--- config.mk ---
export PLATFORM = sky130hd
export DESIGN_NAME = box_blur_row_running_sum
export DESIGN_NICKNAME = d
export VERILOG_FILES = /design/src/hdl/bbrs_pkg.sv /design/src/hdl/box_blur_row_running_sum.sv /design/src/hdl/bbrs_ram.sv /design/src/hdl/bbrs_regs.sv /design/src/hdl/bbrs_scale.sv
export SDC_FILE = /design/constraint.sdc
export NUM_CORES = 2
export LEC_CHECK = 0
export BUFFER_PORTS_ARGS = -buffer_cell sky130_fd_sc_hd__buf_4
export CAP_MARGIN = 25
export CORE_ASPECT_RATIO = 1.25
export CORE_MARGIN = 4
export CORE_UTILIZATION = 44
export DETAILED_ROUTE_END_ITERATION = 8
export MAX_ROUTING_LAYER = met4
export PLACE_DENSITY = 0.6
export SLEW_MARGIN = 20
export SYNTH_ARGS = -nofsm -noshare
export SYNTH_HDL_FRONTEND = slang
export SYNTH_SLANG_ARGS = --single-unit
--- constraint.sdc ---
create_clock -name clk -period 6.6 [get_ports clk]
set_clock_uncertainty 0.2 [all_clocks]
set_input_delay 0.33 -clock clk [delete_from_list [all_inputs] [get_ports clk]]
set_output_delay 0.33 -clock clk [all_outputs]
set_load 0.02 [all_outputs]
--- src/hdl/bbrs_pkg.sv ---
`timescale 1ns / 1ps
package bbrs_pkg;

  localparam int DEF_MAX_RADIUS = 63;

  localparam int RADIUS_W = 6;
  localparam int WIDTH_W  = 13;
  localparam int RECIP_W  = 17;
  localparam int PIX_W    = 16;
  localparam int SUM_W    = 23;
  localparam int PADDR_W  = 4;
  localparam int PDATA_W  = 32;

  typedef struct packed {
    logic [RADIUS_W-1:0] radius;
    logic [WIDTH_W-1:0]  row_width;
    logic [RECIP_W-1:0]  reciprocal;
  } cfg_t;

endpackage

--- src/hdl/box_blur_row_running_sum.sv ---
`timescale 1ns / 1ps
// Horizontal box blur of one image row with edge replication. Each input word
// is one 16-bit pixel; each output word is one blurred pixel, with tlast on the
// final pixel of a row. The first output of a row follows pixel number radius,
// and the last pixel of a row flushes the remaining radius outputs. Items are
// handled one at a time by a sequencer around a single pixel history RAM with
// registered read: a pixel that yields no output passes accept and RAM read,
// then sum update and RAM write; a pixel that yields an output goes on to the
// reciprocal multiply and the output load. At the row end each flushed output
// adds a RAM read, sum update, multiply and output load, a closing step ends
// the row whether or not anything was flushed, and a row of no more than radius
// pixels adds a padding step. A stalled output holds the sequencer in its
// output load state. The history RAM needs no clearing after reset.
// Configuration registers sit at byte addresses 0 (radius), 4 (row_width) and
// 8 (reciprocal); write them between items.
module box_blur_row_running_sum #(
  parameter int MAX_RADIUS = bbrs_pkg::DEF_MAX_RADIUS
) (
  input  logic                          clk,
  input  logic                          rst,
  // s_tdata: sample[15:0]
  input  logic                          s_tvalid,
  output logic                          s_tready,
  input  logic [15:0]                   s_tdata,
  // m_tdata: average[15:0]
  output logic                          m_tvalid,
  input  logic                          m_tready,
  output logic [15:0]                   m_tdata,
  output logic                          m_tlast,
  input  logic                          psel,
  input  logic                          penable,
  input  logic                          pwrite,
  input  logic [bbrs_pkg::PADDR_W-1:0]  paddr,
  input  logic [bbrs_pkg::PDATA_W-1:0]  pwdata,
  output logic [bbrs_pkg::PDATA_W-1:0]  prdata,
  output logic                          pready
);
  import bbrs_pkg::*;

  localparam int WIN_DEPTH = 2 * MAX_RADIUS + 1;
  localparam int AW        = $clog2(WIN_DEPTH);
  localparam int CW        = AW + 1;
  localparam int RCAP      = (MAX_RADIUS > 63) ? 63 : MAX_RADIUS;
  localparam int POS_W     = WIDTH_W + 1;
  localparam logic [CW-1:0] DEPTH_C = CW'(WIN_DEPTH);
  localparam logic [AW-1:0] LAST_SLOT = AW'(WIN_DEPTH - 1);

  typedef enum logic [6:0] {
    S_IDLE = 7'b0000001,
    S_SUB  = 7'b0000010,
    S_PAD  = 7'b0000100,
    S_MUL  = 7'b0001000,
    S_OUT  = 7'b0010000,
    S_FCHK = 7'b0100000,
    S_FSUB = 7'b1000000
  } state_t;

  cfg_t cfg;
  state_t state;

  logic [PIX_W-1:0]   x;
  logic [PIX_W-1:0]   first;
  logic [SUM_W-1:0]   sum;
  logic [WIDTH_W-1:0] p;
  logic [AW-1:0]      wslot;
  logic [AW-1:0]      fslot;
  logic [POS_W-1:0]   t;
  logic               flushing;
  logic               last_q;

  logic [RADIUS_W-1:0] r;
  logic [POS_W-1:0]    we_n;
  logic [POS_W-1:0]    start;
  logic                p_lt_r, p_le_2r, t_le_r, row_end, flush_empty, t_in_row;
  logic [CW-1:0]       win_c, tr_c, ws_c;
  logic [AW-1:0]       rd_norm, fslot_init, wslot_inc, fslot_inc;
  logic [RADIUS_W-1:0] pad;
  logic [SUM_W-1:0]    base_prod, pad_prod;
  logic [PIX_W-1:0]    sub_norm, sub_flush, rd_data, average;
  logic                rd_en, out_load, step_done;
  logic [AW-1:0]       rd_addr;

  bbrs_regs u_regs (
    .clk     (clk),
    .rst     (rst),
    .psel    (psel),
    .penable (penable),
    .pwrite  (pwrite),
    .paddr   (paddr),
    .pwdata  (pwdata),
    .prdata  (prdata),
    .pready  (pready),
    .cfg     (cfg)
  );

  bbrs_ram #(
    .WIDTH (PIX_W),
    .DEPTH (WIN_DEPTH)
  ) u_ram (
    .clk     (clk),
    .wr_en   (state == S_SUB),
    .wr_addr (wslot),
    .wr_data (x),
    .rd_en   (rd_en),
    .rd_addr (rd_addr),
    .rd_data (rd_data)
  );

  bbrs_scale u_scale (
    .clk        (clk),
    .start      (state == S_MUL),
    .sum        (sum),
    .reciprocal (cfg.reciprocal),
    .average    (average)
  );

  assign r = (cfg.radius > RADIUS_W'(RCAP)) ? RADIUS_W'(RCAP) : cfg.radius;
  // row_width of zero means a full 8192-pixel row
  assign we_n = (cfg.row_width == '0) ? POS_W'(8192) : {1'b0, cfg.row_width};

  assign p_lt_r   = p < {{(WIDTH_W-RADIUS_W){1'b0}}, r};
  assign p_le_2r  = {1'b0, p} <= {{(POS_W-RADIUS_W-1){1'b0}}, r, 1'b0};
  assign t_le_r   = t <= {{(POS_W-RADIUS_W){1'b0}}, r};
  assign row_end  = {1'b0, p} >= (we_n - POS_W'(1));
  assign start    = p_lt_r ? '0
                  : {1'b0, p} - {{(POS_W-RADIUS_W){1'b0}}, r} + POS_W'(1);
  assign flush_empty = !(start < we_n);
  assign t_in_row    = t < we_n;

  // slot arithmetic modulo the history depth; 2r+1 never exceeds the depth
  assign win_c = CW'({r, 1'b1});
  assign tr_c  = CW'({r, 1'b0});
  assign ws_c  = {1'b0, wslot};
  assign rd_norm = (ws_c >= win_c) ? AW'(ws_c - win_c) : AW'(ws_c + DEPTH_C - win_c);
  assign fslot_init = (start <= {{(POS_W-RADIUS_W){1'b0}}, r}) ? '0
                    : (ws_c >= tr_c) ? AW'(ws_c - tr_c) : AW'(ws_c + DEPTH_C - tr_c);
  assign wslot_inc = (wslot == LAST_SLOT) ? '0 : wslot + AW'(1);
  assign fslot_inc = (fslot == LAST_SLOT) ? '0 : fslot + AW'(1);

  assign base_prod = SUM_W'({1'b0, r} + 7'd1) * SUM_W'(s_tdata);
  assign pad       = r - RADIUS_W'(1) - p[RADIUS_W-1:0];
  assign pad_prod  = SUM_W'(pad) * SUM_W'(x);

  // left of the row the leaving pixel is the first one
  assign sub_norm  = p_le_2r ? first : rd_data;
  assign sub_flush = t_le_r ? first : rd_data;

  assign s_tready = (state == S_IDLE);
  assign out_load = (state == S_OUT) && (!m_tvalid || m_tready);

  always_comb begin
    rd_en   = 1'b0;
    rd_addr = fslot;
    if (state == S_IDLE) begin
      rd_en   = s_tvalid;
      rd_addr = rd_norm;
    end else if (state == S_FCHK) begin
      rd_en   = t_in_row;
    end
  end

  assign step_done = ((state == S_SUB) && p_lt_r && !row_end)
                  || (out_load && !flushing && !row_end)
                  || ((state == S_FCHK) && !t_in_row);

  always_ff @(posedge clk) begin
    if (rst) begin
      state    <= S_IDLE;
      p        <= '0;
      wslot    <= '0;
      sum      <= '0;
      first    <= '0;
      flushing <= 1'b0;
      m_tvalid <= 1'b0;
    end else begin
      if (m_tvalid && m_tready && !out_load) begin
        m_tvalid <= 1'b0;
      end
      case (state)
        S_IDLE: begin
          if (s_tvalid) begin
            x <= s_tdata;
            if (p == '0) begin
              first <= s_tdata;
              sum   <= base_prod;
            end
            state <= S_SUB;
          end
        end
        S_SUB: begin
          if (p_lt_r) begin
            sum   <= sum + SUM_W'(x);
            state <= row_end ? S_PAD : S_IDLE;
          end else begin
            sum    <= sum + SUM_W'(x) - SUM_W'(sub_norm);
            last_q <= row_end && flush_empty;
            state  <= S_MUL;
          end
        end
        S_PAD: begin
          // row ended before the window filled: pad with the last pixel
          sum      <= sum + pad_prod;
          t        <= '0;
          fslot    <= '0;
          flushing <= 1'b1;
          state    <= S_FCHK;
        end
        S_MUL: begin
          state <= S_OUT;
        end
        S_OUT: begin
          if (out_load) begin
            m_tvalid <= 1'b1;
            m_tdata  <= average;
            m_tlast  <= last_q;
            if (flushing) begin
              t <= t + POS_W'(1);
              if (!t_le_r) begin
                fslot <= fslot_inc;
              end
              state <= S_FCHK;
            end else if (row_end) begin
              t        <= start;
              fslot    <= fslot_init;
              flushing <= 1'b1;
              state    <= S_FCHK;
            end else begin
              state <= S_IDLE;
            end
          end
        end
        S_FCHK: begin
          state <= t_in_row ? S_FSUB : S_IDLE;
        end
        S_FSUB: begin
          sum    <= sum + SUM_W'(x) - SUM_W'(sub_flush);
          last_q <= (t == (we_n - POS_W'(1)));
          state  <= S_MUL;
        end
        default: begin
          state <= S_IDLE;
        end
      endcase
      if (step_done) begin
        flushing <= 1'b0;
        if (row_end) begin
          p     <= '0;
          wslot <= '0;
        end else begin
          p     <= p + WIDTH_W'(1);
          wslot <= wslot_inc;
        end
      end
    end
  end

endmodule

--- src/hdl/bbrs_ram.sv ---
`timescale 1ns / 1ps
module bbrs_ram #(
  parameter int WIDTH = 16,
  parameter int DEPTH = 127
) (
  input  logic                     clk,
  input  logic                     wr_en,
  input  logic [$clog2(DEPTH)-1:0] wr_addr,
  input  logic [WIDTH-1:0]         wr_data,
  input  logic                     rd_en,
  input  logic [$clog2(DEPTH)-1:0] rd_addr,
  output logic [WIDTH-1:0]         rd_data
);

  logic [WIDTH-1:0] mem [DEPTH];

  always_ff @(posedge clk) begin
    if (wr_en) begin
      mem[wr_addr] <= wr_data;
    end
    if (rd_en) begin
      rd_data <= mem[rd_addr];
    end
  end

endmodule

--- src/hdl/bbrs_regs.sv ---
`timescale 1ns / 1ps
module bbrs_regs (
  input  logic                          clk,
  input  logic                          rst,
  input  logic                          psel,
  input  logic                          penable,
  input  logic                          pwrite,
  input  logic [bbrs_pkg::PADDR_W-1:0]  paddr,
  input  logic [bbrs_pkg::PDATA_W-1:0]  pwdata,
  output logic [bbrs_pkg::PDATA_W-1:0]  prdata,
  output logic                          pready,
  output bbrs_pkg::cfg_t                cfg
);
  import bbrs_pkg::*;

  typedef enum logic [1:0] {
    REG_RADIUS     = 2'd0,
    REG_ROW_WIDTH  = 2'd1,
    REG_RECIPROCAL = 2'd2
  } reg_idx_t;

  localparam logic [RADIUS_W-1:0] RADIUS_RST = 6'd1;
  localparam logic [WIDTH_W-1:0]  WIDTH_RST  = 13'd640;
  localparam logic [RECIP_W-1:0]  RECIP_RST  = 17'd21845;

  logic [1:0] idx;
  logic       wr;

  assign idx    = paddr[3:2];
  assign wr     = psel && penable && pwrite;
  assign pready = 1'b1;

  always_ff @(posedge clk) begin
    if (rst) begin
      cfg.radius     <= RADIUS_RST;
      cfg.row_width  <= WIDTH_RST;
      cfg.reciprocal <= RECIP_RST;
    end else if (wr) begin
      case (idx)
        REG_RADIUS:     cfg.radius     <= pwdata[RADIUS_W-1:0];
        REG_ROW_WIDTH:  cfg.row_width  <= pwdata[WIDTH_W-1:0];
        REG_RECIPROCAL: cfg.reciprocal <= pwdata[RECIP_W-1:0];
        default: ;
      endcase
    end
  end

  always_comb begin
    case (idx)
      REG_RADIUS:     prdata = PDATA_W'(cfg.radius);
      REG_ROW_WIDTH:  prdata = PDATA_W'(cfg.row_width);
      REG_RECIPROCAL: prdata = PDATA_W'(cfg.reciprocal);
      default:        prdata = '0;
    endcase
  end

endmodule

--- src/hdl/bbrs_scale.sv ---
`timescale 1ns / 1ps
module bbrs_scale (
  input  logic                         clk,
  input  logic                         start,
  input  logic [bbrs_pkg::SUM_W-1:0]   sum,
  input  logic [bbrs_pkg::RECIP_W-1:0] reciprocal,
  output logic [bbrs_pkg::PIX_W-1:0]   average
);
  import bbrs_pkg::*;

  localparam int PROD_W = SUM_W + RECIP_W;

  logic [PROD_W-1:0] prod;
  logic [PROD_W-1:0] rounded;

  always_ff @(posedge clk) begin
    if (start) begin
      prod <= PROD_W'(sum) * PROD_W'(reciprocal);
    end
  end

  // round half up, then clamp to 16 bits
  assign rounded = prod + PROD_W'(32768);
  assign average = (|rounded[PROD_W-1:32]) ? {PIX_W{1'b1}} : rounded[31:16];

endmodule

* After elaboration in Yosys (flattened, before gate mapping)
Memories as Yosys holds them, arrays and structs flattened. A register that Yosys moved wholly into a read port is not among the register bits.
Cells that the tools add are included.
** Word-level totals
- Register bits after elaboration :: 199
- Memory bits (writable) :: 2032
- Output and inout port bits :: 52
- Memories kept :: 1
** Cells by class
- $add $sub $neg :: 20
- Multiply operators :: 3
- Magnitude comparators :: 10
- Equal/unequal tests :: 18
- Mux-type cells :: 48
- Bitwise operators :: 1
- Reduce and logical (&&, ||, !) cells :: 40
** Memory list
- u_ram.mem :: depth 127, bits a word 16, read ports 1, clocked after memory_dff 1, wr ports 1, RTL line bbrs_ram.sv:15 : logic [WIDTH-1:0] mem [DEPTH];
** Operator list (number)
- 7-bit 2-to-1 mux :: 14
- 23-bit case mux with 4 select lines :: 1
- 14-bit 2-to-1 mux :: 5
- 23-bit 2-to-1 mux :: 3
- 17-bit case mux with 3 select lines :: 1
- 7-bit case mux with 7 select lines :: 1
- 23-bit by 16-bit subtractor with 23-bit output :: 2
- 40-bit by 16-bit adder with 40-bit output (second input constant) :: 1
- 23-bit by 17-bit multiplier with 40-bit output :: 1
- 16-bit 2-to-1 mux :: 2
- 14-bit by 1-bit adder with 14-bit output (second input constant) :: 2
- 14-bit by 6-bit <= comparator with 1-bit output :: 2
- 14-bit less-than comparator :: 2
- 14-bit case mux with 2 select lines :: 1
- 7-bit subtractor :: 4
- 13-bit logical NOT :: 2
- 23-bit by 16-bit adder with 23-bit output :: 1
- 23-bit by 22-bit adder with 23-bit output :: 1
- 7-bit by 16-bit multiplier with 23-bit output :: 1
- 6-bit by 16-bit multiplier with 22-bit output :: 1
- 7-bit == test (second input constant) :: 3
- 6-bit 2-to-1 mux :: 3
- 3-bit AND reduction :: 5
- 7-bit by 1-bit adder with 7-bit output (second input constant) :: 2
- other kinds (42) :: 79

* Logic depth before layout (Yosys ltp)
- Depth after elaboration :: 11
- Gate-level depth with buffers :: 28

* By module
Synthesis repeated with hierarchy kept, for this count alone.
** Second synthesis, totals
- Cells, all modules :: 7616
- Area total of the unflattened synthesis :: 114305.9 um^2
** By module, submodules not included
- bbrs_ram :: instances 1, cells an instance 3436, area each 78701.7 um^2
- box_blur_row_running_sum :: instances 1, cells an instance 2448, area each 20175.6 um^2
- bbrs_scale :: instances 1, cells an instance 1530, area each 13526.7 um^2
- bbrs_regs :: instances 1, cells an instance 202, area each 1901.8 um^2

* Worst setup path after synthesis
Ideal clock, no wire load.
- Kind :: flip-flop to flip-flop
- Start point :: register sum[13]
- End point :: register u_scale.prod[38] (data pin)
- Arrival time :: 6.503 ns
- Required time :: 6.142 ns
- Setup slack :: -0.362 ns
- Stages on the path, launching flop included :: 26
- Buffers on the path :: 2
- Period minus slack after synthesis :: 6.962 ns
- Cells stage by stage :: dfxtp_1 clkbuf_1 clkbuf_1 nand2_1 fa_1 inv_1 fa_1 inv_1 fa_1 inv_1 fa_1 inv_1 fa_1 inv_1 fa_1 ha_1 a211oi_1 o2bb2ai_1 o31a_1 nand2_1 a41o_1 a21bo_2 o41ai_1 o21bai_1 a21oi_1 xnor2_1
** Between the ends
- Longest elaborated chain between the ends :: 1
** RTL lines
- start, declared :: RTL line box_blur_row_running_sum.sv:63 : logic [SUM_W-1:0] sum;
- start signal, assigned :: RTL line box_blur_row_running_sum.sv:185 : sum <= base_prod;
- start signal, assigned :: RTL line box_blur_row_running_sum.sv:192 : sum <= sum + SUM_W'(x);
- start signal, assigned :: RTL line box_blur_row_running_sum.sv:195 : sum <= sum + SUM_W'(x) - SUM_W'(sub_norm);
- 23-bit by 17-bit multiplier with 40-bit output :: RTL line bbrs_scale.sv:18 : prod <= PROD_W'(sum) * PROD_W'(reciprocal);
- end signal, assigned :: RTL line bbrs_scale.sv:18
- end, declared :: RTL line bbrs_scale.sv:13 : logic [PROD_W-1:0] prod;
Every way passes these cells.
A chain may end at the register's enable or synchronous reset.

* Final worst setup path
- Start point :: register u_regs.cfg[6] (netlist name)
- End point :: register u_scale.prod[32] (data pin)
** Between the ends
- Longest elaborated chain between the ends :: 1
** RTL lines (RTL line)
- 23-bit by 17-bit multiplier with 40-bit output :: bbrs_scale.sv:18
Every way passes these cells.

==> metrics.yaml <==
floorplanning:
  ioPinCount: 111
  fp.dieArea_um2: 272000
  rows: 210
  dieHeight_um: 582
  die_w_um: 467
  start_util_pct: 44.2
  coreArea_um2: 262000
layout:
  design_area_um2: 133000
  final_util_pct: 50.7
  layout.nets: 11300
  syn_to_final_growth_pct: 14.8
  drive_gt1_share_pct: 12.6
worst_setup_path:
  critPathMaxFanout: 6
  required_ns: 6.96
  worstSetupEndpointType: "flip-flop"
  cp_num_buf_inv: 8
  critPathMaxStageDelay_ns: 0.56
  crit_type: "reg2reg"
  crit_family: "adder cells"
  r2r_slack_ns: 0.06
  cpMaxStageDelayCell: "fa_1"
  cpMostUsedCell: "fa_1"
  worstPathArrival_ns: 6.90
  start_kind: "flip-flop"
sta:
  slew_headroom_pct: 26.4
  drv_slew: 0
  clock.fmax_ghz: 0.153
  finalCriticalPeriod_ns: 6.54
  worst_pin_slew_ns: 1.10
  rsz0062_at_grt: "true"
  setup_viol_count_final: 0
  period_share_pct: 99.1
  hold_violations: 0
synthesis:
  syn_avg_cell_area_um2: 11.7
  synth_edf_count: 2128
  ys_async_sr_fraction_pct: 0
  ys_seq_elements: 2232
  seq_area_frac_synth_pct: 57.0
  synth_warnings: 0
  synth_flop_cell: "edfxtp_1"
  netlist_instances: 9902
  syn-cell-area_um2: 116000
  yosysUniqueCellTypes: 97
place:
  hpwl_um: 254000
  place_area_um2: 124000
  port_buffers: 77
  place_congestion: 0.967
pwr:
  comb_power_share_pct: 25.1
  power.leakage_uw: 0.0503
  seqPwrFrac_pct: 41.2
  power.internal_uw: 26600
  swShare_pct: 30.5
  ir_drop_uv: 291
  clkPwrFrac_pct: 33.8
  switchingPower_uw: 11700
  p_per_area_nw_per_um2: 288
run_status:
  outcome: "complete, no violations"
route:
  routed_wl_um: 372000
  num_vias: 81500
  via_per_inst: 5.78
  firstDrtPassIters: 7
  drc_errors: 0
  wl_per_cell_um: 26.4
  postRouteAntennaNets: 0
  drtIter0Drc: 8665
grt:
  grt_pass1_wl_um: 545000
  first_global_vias: 80200
  antenna_found_initial: 9
  grt_start_max_net_pins: 112
  grt_overflow_total: 0
  grtUsageTotal_pct: 27.7
clock_tree:
  clkSinkCount: 2232
  clockBufferDepth: 4
  cts_buffers: 223
  htreeDepth: 4
  clk_pin_slew_ns: 0.06
  tritoncts: "yes"
  insertion_delay_ns: 0.91
  cts-root-buf: "clkbuf_16"
min_path:
  hp-class: "in2reg"
flow_run:
  maxCapViolCount: 0
[cells in the final DEF, fill, tap and decap left out, types with 68 or more instances in the layout]
master     instances
a31oi_1           78
buf_4            691
mux2i_1          395
xor2_1            69
nor2_1           295
fa_1             465
ha_1             347
xnor2_1          138
and3_1            91
nand3_1          689
o21ai_0          151
edfxtp_1        2128
a32oi_1           68
a21oi_1          289
clkbuf_16        225
nand2_1         2092
nand4_1          136
and2_1           227
inv_1            679
dfxtp_1           76
[what timing repair did]
item,4_1_cts,5_1_grt
pin swaps,13,51
buffers inserted,6,7
hold buffers,59,0
cloned,0,1
setup endpoints to repair,20,26
resized for setup,38,123
endpoints found under the hold margin,86,0
[layout make-up]
type	instances	area (µm²)
Clock buffer	258	5740
Inverter	688	2580
Timing Repair Buffer	822	7000
Multi-Input combinational cell	6445	45600
Antenna cell	8	20.0
Clock inverter	147	1540
Tap cell	3498	4380
Sequential cell	2232	66000
Fill cell	22800	129000
[tightest hold or removal path, cell delays in order]
cell and delay (ns):
dlygate4sd3_1 0.52, buf_4 0.12, nand2_1 0.08, nand3_1 0.08
[logic make-up after synthesis]
| kind of cell | share of synthesized area, % |
|---|---|
| AND/OR/NAND/NOR | 14.8 |
| flip-flops | 57.0 |
| buffers and inverters | 4.45 |
| AO/OA/AOI/OAI | 6.60 |
| adder cells (fa/ha/maj) | 12.0 |
| multiplexers | 3.63 |
| XOR/XNOR | 1.61 |
| other | 0.00648 |
[layer usage]
metal,share of wire (%),GRT usage (%)
met1,37,33.5
met2,49,45.0
met3,7.1,3.61
met4,6.8,15.5
met5,0,-
[synth_stat cells, types with 24 or more instances]
master    number  area [µm²]
a31oi_1       79         494
a211oi_1      61         458
nand2b_1      26         163
mux2i_1      395        3950
clkbuf_1     252         946
o21a_1        24         180
xnor2_1      143        1250
fa_1         466        9330
nor2_1       341        1280
a21o_1        59         443
nand4_1      136         851
a21oi_1      299        1500
buf_4         40         300
nand2_1     2098        7880
nor4_1        30         188
o22ai_1       50         313
o211ai_1      52         390
nand3_1      691        3460
nor3_1        72         360
ha_1         361        4520
a221oi_1      30         263
buf_1         40         150
a32oi_1       68         596
and2_1       230        1440
xor2_1        70         613
inv_1        685        2570
o21ai_0      161         806
dfxtp_1      104        2080
edfxtp_1    2128       63900
nor2b_1       43         269
and3_1        91         569
buf_2        202        1010
[power groups by stage]
stage               Combinational [µW]  Clock, µW  Sequential, µW
floorplan                         5520          0           16100
global placement                  9060          0           16100
detailed placement                9190          0           16100
CTS                               9320      13100           15800
global route                     10500      13700           15800
finish                            9610      12900           15800
[state kept, by name, summed over array words and instances, names as in the netlist, 13 cells and up]
| name | flops |
|---|---|
| u_ram.rd_data | 16 |
| u_regs.cfg | 36 |
| x | 16 |
| t | 14 |
| u_scale.prod | 25 |
| first | 16 |
| u_ram.mem | 2032 |
| sum | 23 |
| p | 13 |
| m_tdata | 16 |
[per-stage QoR]
stage          hold WS (ns)  setup slack [ns]  TNS, ns  instances  total power, µW
2_1_floorplan         0.200            0.0191        0       9916            21600
3_3_place_gp          0.252            -0.203    -1.05      13600            25100
3_5_place_dp          0.256            -0.321    -2.05      13600            25300
4_1_cts              0.0288           -0.0343  -0.0618      14100            38200
5_1_grt              0.0548            -0.138   -0.686      14100            39900
6_report             0.0799            0.0578        0      14100            38300
[worst paths after layout]
path                                    from  cells past startpoint                         end
setup / recovery  u_regs.cfg[6]$_SDFFE_PP1P_                     25  u_scale.prod[32]$_DFFE_PP_
hold / removal                     pwdata[6]                      4  u_regs.cfg[6]$_SDFFE_PP1P_
setup reg to reg  u_regs.cfg[6]$_SDFFE_PP1P_                     25  u_scale.prod[32]$_DFFE_PP_
hold reg to reg       first[15]$_SDFFE_PP0P_                      2      first[15]$_SDFFE_PP0P_
No activity file was read; power rests on OpenSTA's default activity.
